File: src/assert_macros.svh
// Assertion macros used by the core top level
`ifndef ASSERT_MACROS_SVH
`define ASSERT_MACROS_SVH

// Check a property at every clock edge, masked while reset is low
`define ASSERT_ALWAYS(label, clk, rst_n, prop, msg) \
    label: assert property (@(posedge clk) disable iff (!rst_n) (prop)) else $error(msg);

// Check that a condition implies a consequence in the same cycle
`define ASSERT_IMPLIES(label, clk, rst_n, ante, cons, msg) \
    label: assert property (@(posedge clk) disable iff (!rst_n) (ante) |-> (cons)) \
        else $error(msg);

`endif

File: src/tbbh_pkg.sv
// Shared types, constants and command/status structs of the time-binned histogram
package tbbh_pkg;

    localparam int TS_W    = 48;
    localparam int BYTES_W = 16;
    localparam int RBIN_W  = 10;
    localparam int CFG_W   = 11;

    localparam int S_TDATA_W = ((TS_W + BYTES_W + RBIN_W + 7) / 8) * 8;
    localparam int M_TDATA_W = ((TS_W + TS_W + 1 + 7) / 8) * 8;

    localparam int unsigned MAX_BINS_DEF  = 1024;
    localparam int unsigned BIN_WIDTH_DEF = 1000000;

    localparam logic [CFG_W-1:0] NUM_BINS_RST = CFG_W'(1024);

    localparam logic CMD_RECORD = 1'b0;
    localparam logic CMD_READ   = 1'b1;

    typedef enum logic [2:0] {
        ST_ADDED    = 3'd0,
        ST_STOPPED  = 3'd1,
        ST_RANGE    = 3'd2,
        ST_BEFORE   = 3'd3,
        ST_READ_OK  = 3'd4,
        ST_BAD_IDX  = 3'd5
    } t_status;

    typedef enum logic [1:0] {
        ADDR_ZERO,
        ADDR_RBIN,
        ADDR_QUOT
    } t_addr_sel;

    typedef enum logic [1:0] {
        VAL_ZERO,
        VAL_RDATA,
        VAL_SUM
    } t_val_sel;

    typedef struct packed {
        logic      load;
        logic      clr_wr;
        logic      rd_en;
        t_addr_sel addr_sel;
        logic      set_start;
        logic      set_stop;
        logic      div_start;
        logic      rmw_wr;
        logic      out_load;
        t_val_sel  val_sel;
        t_status   status;
    } t_dp_cmd;

    typedef struct packed {
        logic item_cmd;
        logic rbin_ok;
        logic started;
        logic stopped;
        logic before_start;
        logic div_done;
        logic q_ge_nb;
        logic clr_last;
        logic out_free;
    } t_dp_sts;

endpackage

File: src/tbbh_ctrl.sv
// Controller: clearing pass and per-item sequencing of the datapath
module tbbh_ctrl import tbbh_pkg::*; (
    input  logic    i_clk,
    input  logic    i_rst_n,
    input  logic    i_s_valid,
    output logic    o_s_ready,
    output t_dp_cmd o_cmd,
    input  t_dp_sts i_sts
);

    typedef enum logic [2:0] {
        S_CLEAR,
        S_IDLE,
        S_DECIDE,
        S_DIV,
        S_CHECK,
        S_ADD,
        S_FIN
    } t_state;

    t_state   r_state;
    t_state   n_state;
    t_status  r_status;
    t_status  n_status;
    t_val_sel r_vsel;
    t_val_sel n_vsel;

    always_comb begin
        n_state        = r_state;
        n_status       = r_status;
        n_vsel         = r_vsel;
        o_cmd          = '0;
        o_cmd.status   = r_status;
        o_cmd.val_sel  = r_vsel;
        unique case (r_state)
            S_CLEAR: begin
                o_cmd.clr_wr = 1'b1;
                if (i_sts.clr_last) begin
                    n_state = S_IDLE;
                end
            end
            S_IDLE: begin
                if (i_s_valid) begin
                    o_cmd.load = 1'b1;
                    n_state    = S_DECIDE;
                end
            end
            S_DECIDE: begin
                priority if (i_sts.item_cmd == CMD_READ) begin
                    if (i_sts.rbin_ok) begin
                        o_cmd.rd_en    = 1'b1;
                        o_cmd.addr_sel = ADDR_RBIN;
                        n_status       = ST_READ_OK;
                        n_vsel         = VAL_RDATA;
                    end else begin
                        n_status = ST_BAD_IDX;
                        n_vsel   = VAL_ZERO;
                    end
                    n_state = S_FIN;
                end else if (i_sts.stopped) begin
                    n_status = ST_STOPPED;
                    n_vsel   = VAL_ZERO;
                    n_state  = S_FIN;
                end else if (!i_sts.started) begin
                    // first record fixes the start time and lands in bin 0
                    o_cmd.set_start = 1'b1;
                    o_cmd.rd_en     = 1'b1;
                    o_cmd.addr_sel  = ADDR_ZERO;
                    n_status        = ST_ADDED;
                    n_vsel          = VAL_SUM;
                    n_state         = S_ADD;
                end else if (i_sts.before_start) begin
                    n_status = ST_BEFORE;
                    n_vsel   = VAL_ZERO;
                    n_state  = S_FIN;
                end else begin
                    o_cmd.div_start = 1'b1;
                    n_state         = S_DIV;
                end
            end
            S_DIV: begin
                if (i_sts.div_done) begin
                    n_state = S_CHECK;
                end
            end
            S_CHECK: begin
                if (i_sts.q_ge_nb) begin
                    o_cmd.set_stop = 1'b1;
                    n_status       = ST_RANGE;
                    n_vsel         = VAL_ZERO;
                    n_state        = S_FIN;
                end else begin
                    o_cmd.rd_en    = 1'b1;
                    o_cmd.addr_sel = ADDR_QUOT;
                    n_status       = ST_ADDED;
                    n_vsel         = VAL_SUM;
                    n_state        = S_ADD;
                end
            end
            S_ADD: begin
                o_cmd.rmw_wr = 1'b1;
                n_state      = S_FIN;
            end
            S_FIN: begin
                // hold until the output register can take the result
                if (i_sts.out_free) begin
                    o_cmd.out_load = 1'b1;
                    n_state        = S_IDLE;
                end
            end
            default: begin
                n_state = S_IDLE;
            end
        endcase
    end

    always_ff @(posedge i_clk) begin
        if (!i_rst_n) begin
            r_state  <= S_CLEAR;
            r_status <= ST_ADDED;
            r_vsel   <= VAL_ZERO;
        end else begin
            r_state  <= n_state;
            r_status <= n_status;
            r_vsel   <= n_vsel;
        end
    end

    assign o_s_ready = (r_state == S_IDLE);

endmodule

File: config.mk
export PLATFORM = sky130hd
export DESIGN_NAME = tbbh_ctrl
export DESIGN_NICKNAME = d
export VERILOG_FILES = /design/src/assert_macros.svh /design/src/tbbh_pkg.sv /design/src/tbbh_ctrl.sv
export SDC_FILE = /design/constraint.sdc
export NUM_CORES = 1
export LEC_CHECK = 0
export BUFFER_PORTS_ARGS = -buffer_cell sky130_fd_sc_hd__buf_2
export CAP_MARGIN = 25
export CELL_PAD_IN_SITES_DETAIL_PLACEMENT = 1
export CELL_PAD_IN_SITES_GLOBAL_PLACEMENT = 2
export CORE_MARGIN = 2
export CORE_UTILIZATION = 26
export CTS_BUF_LIST = sky130_fd_sc_hd__clkbuf_8
export DETAILED_ROUTE_END_ITERATION = 6
export PLACE_DENSITY_LB_ADDON = 0.1
export SLEW_MARGIN = 20
export SYNTH_ARGS = -nofsm -noshare
export SYNTH_HDL_FRONTEND = slang
export SYNTH_SLANG_ARGS = --single-unit
File: constraint.sdc
create_clock -name i_clk -period 2.4 [get_ports i_clk]
set_input_delay 0.24 -clock i_clk [delete_from_list [all_inputs] [get_ports i_clk]]
set_output_delay 0.24 -clock i_clk [all_outputs]
set_load 0.02 [all_outputs]
==> impl_metrics.tcl <==
set metrics [dict create \
    startpoint_type "flip-flop" \
    min_path_type "input port to flip-flop" \
    grt_max_degree 17 \
    max_freq_mhz 495 \
    internal_power_mw 0.482 \
    die_area_um2 2560 \
    syn_area_um2 564 \
    fin_crit_sh 0.842 \
    cp.depth 4 \
    critPathArrivalTime_ns 1.78 \
    power.net_switching_mw 0.394 \
    post_cts_resized 0 \
    slew_violations 0 \
    initial_core_util 0.282 \
    power.total_mw 0.876 \
    peakVddDrop_uv 593 \
    dieWidth_um 50.6 \
    synth.largest_area_cell "dfxtp_1" \
    synth_top_area_share 0.284 \
    syn_inst 72 \
    grt_pass1_wl_mm 2.70 \
    cp_cell_sequence "or3b_1 -> nor2_1 -> a21o_1 -> buf_2" \
    finalWeightedCongestion 0.708 \
    coreArea_um2 2000 \
    crit_path_end_kind "output pin" \
    post_cts.repair.setup_buffers 0 \
    cts_made_buffers 3 \
    crit_slowest_cell "dfxtp_1" \
    cts.reportedPaths.clkPinSlew_ns 0.04 \
    cap_viol_max_count 0 \
    grt_overflow 0 \
    final_cell_mix "buf_2, dfxtp_1, nand2_1" \
    drcViolationCount 0 \
    p_seq_frac 0.306 \
    leakage_nw 0.369 \
    fin_setup_tns_ns 0 \
    fp-row-count 16 \
    yosysWarnings 0 \
    worstPathMaxFanout 12 \
    ys_ff_latch 8 \
    setup_viol 0 \
    cts.sinks 8 \
    drtIter0Drc 3 \
    cts.path.max_buffers 2 \
    r2r_cells 4 \
    relSlewSlack 0.684 \
    tightest_slew_ns 0.473 \
    portBuffers 27 \
    dp_hpwl_mm 1.28 \
    cts_tree "yes" \
    drt-pass1-iter-count 3 \
    ios 28 \
    r2r_start "r_state[1]" \
    clkLatencyLatePin_ns 0.23 \
    outcome "completed" \
    cp_num_buf_inv 1 \
    final_common_cell "buf_2" \
    via_per_inst 5.02 \
    place_area_um2 709 \
    yosysUniqueCellTypes 32 \
    wl_per_cell_um 12.9 \
    track_usage 0.140 \
    die_y_um 50.6 \
    wl_mm 1.61 \
    grt_pass1_vias 627 \
    cpPeakStageDelay_ns 0.57 \
    power_density_nw_per_um2 1170 \
    worstReg2RegEnd "r_state[1]" \
    drive_gt1_frac 0.367 \
    period_minus_slack_ns 2.02 \
    crit_start "r_state[2]" \
    cts.htree.levels 1 \
    syn_area_per_cell_um2 7.84 \
    worstPathRequired_ns 2.16 \
    synth_seq_area_share 0.284 \
    cts-root-buf "clkbuf_8" \
    crit_family "simple AND/OR/NAND/NOR gates" \
    fin_nets 112 \
    critPathKind "flip-flop to output pin" \
    worstHoldStart "i_rst_n" \
    rsz0062_at_grt "no" \
    n_antenna_cell 0 \
    combPwrFrac 0.512 \
    synth.area.top_cells "dfxtp_1, a21oi_1, nand2_1" \
    clkPwrFrac 0.182 \
    fin_skew_ns 0.00187 \
    r2r_setup_slack_ns 0.85 \
    synthesis.nets 84 \
    ant_nets 0 \
    hold_violations 0 \
    antenna_found_initial 0 \
    postLayoutCellArea_um2 751 \
    vias 628 \
    endpoint "o_cmd[12]" \
    dpl_worst_slack_ns 0.622 \
    fin_ws_ns 0.380 \
    ctsHoldBuffers 0 \
    areaGrowthSynthToFinish_pct 33.0 \
    switching_share 0.450 \
]
==> sequential cells by signal, summed over array words and instances, names as in the netlist <==
signal / count
r_state: 3
r_status: 3
r_vsel: 2
==> power by group through the flow <==
stage	Clock, mW	Sequential, mW	Combinational (mW)
after global placement	0	0.267	0.455
final	0.160	0.268	0.448
after floorplan	0	0.234	0.372
after detailed placement	0	0.271	0.449
after global routing	0.175	0.282	0.497
after CTS	0.166	0.267	0.452
==> worst min-delay path by stage <==
stage,end,slack (ns),cells after the start
after floorplan,r_status[0],0.36,1
after global placement,r_status[0],0.46,2
after detailed placement,r_status[0],0.46,2
after CTS,r_status[0],0.22,2
after global routing,r_status[0],0.23,2
final,r_status[0],0.23,2
==> worst reg2reg max path: cells and delay by family (launching register included) <==
kind	cells	cell delay, ns
flip-flops	1	0.60
AND/OR/NAND/NOR	3	0.65
AO/OA/AOI/OAI	1	0.22
==> per-layer routing <==
metal,global-route usage,part of all wire
met3,0.0238,0.042
met5,0,0
met1,0.189,0.50
met4,0.0811,0.018
met2,0.206,0.44
==> cells by family (layout without fill, tap and decap cells) <==
family,count (synthesis),in the layout,share of synthesized area
muxes,2,2,0.0355
and+or+nand+nor,37,37,0.408
AOI/OAI and AO/OA,17,17,0.204
buffers and inverters,8,34,0.0687
DFF,8,8,0.284
==> stage by stage <==
stage | hold slack [ns] | utilization | cells
floorplan | 0.362 | - | 72
global placement | 0.457 | 0.354 | 122
detailed placement | 0.461 | 0.354 | 122
CTS | 0.222 | 0.375 | 125
global route | 0.231 | 0.375 | 125
finish | 0.225 | 0.375 | 125
==> Yosys cell counts <==
cell / count
or3b_1: 2
inv_1: 4
or4_1: 1
or4bb_1: 1
o2111ai_1: 1
a311oi_2: 1
nor3b_1: 3
o21a_1: 1
or4b_4: 1
nor3_1: 4
buf_2: 1
a21oi_1: 6
a31oi_1: 2
a21o_1: 1
nor3b_4: 1
a21o_2: 1
nor2b_1: 1
dfxtp_1: 8
o21ai_0: 2
nand2_1: 7
nand3_1: 3
nand2b_1: 1
nand2_2: 1
nand2_4: 1
a31o_1: 1
buf_6: 1
mux2i_1: 2
and3_1: 2
clkbuf_1: 2
nor2_1: 6
and2_1: 2
o22ai_1: 1
==> final cells by class <==
| type | count | area [um2] |
|---|---|---|
| fill | 256 | 1250 |
| multi-input combinational | 56 | 365 |
| sequential | 8 | 160 |
| timing repair buffer | 27 | 135 |
| clock buffer | 3 | 41.3 |
| tap | 27 | 33.8 |
| inverter | 4 | 15.0 |
No activity file was read; power rests on OpenSTA's default activity.
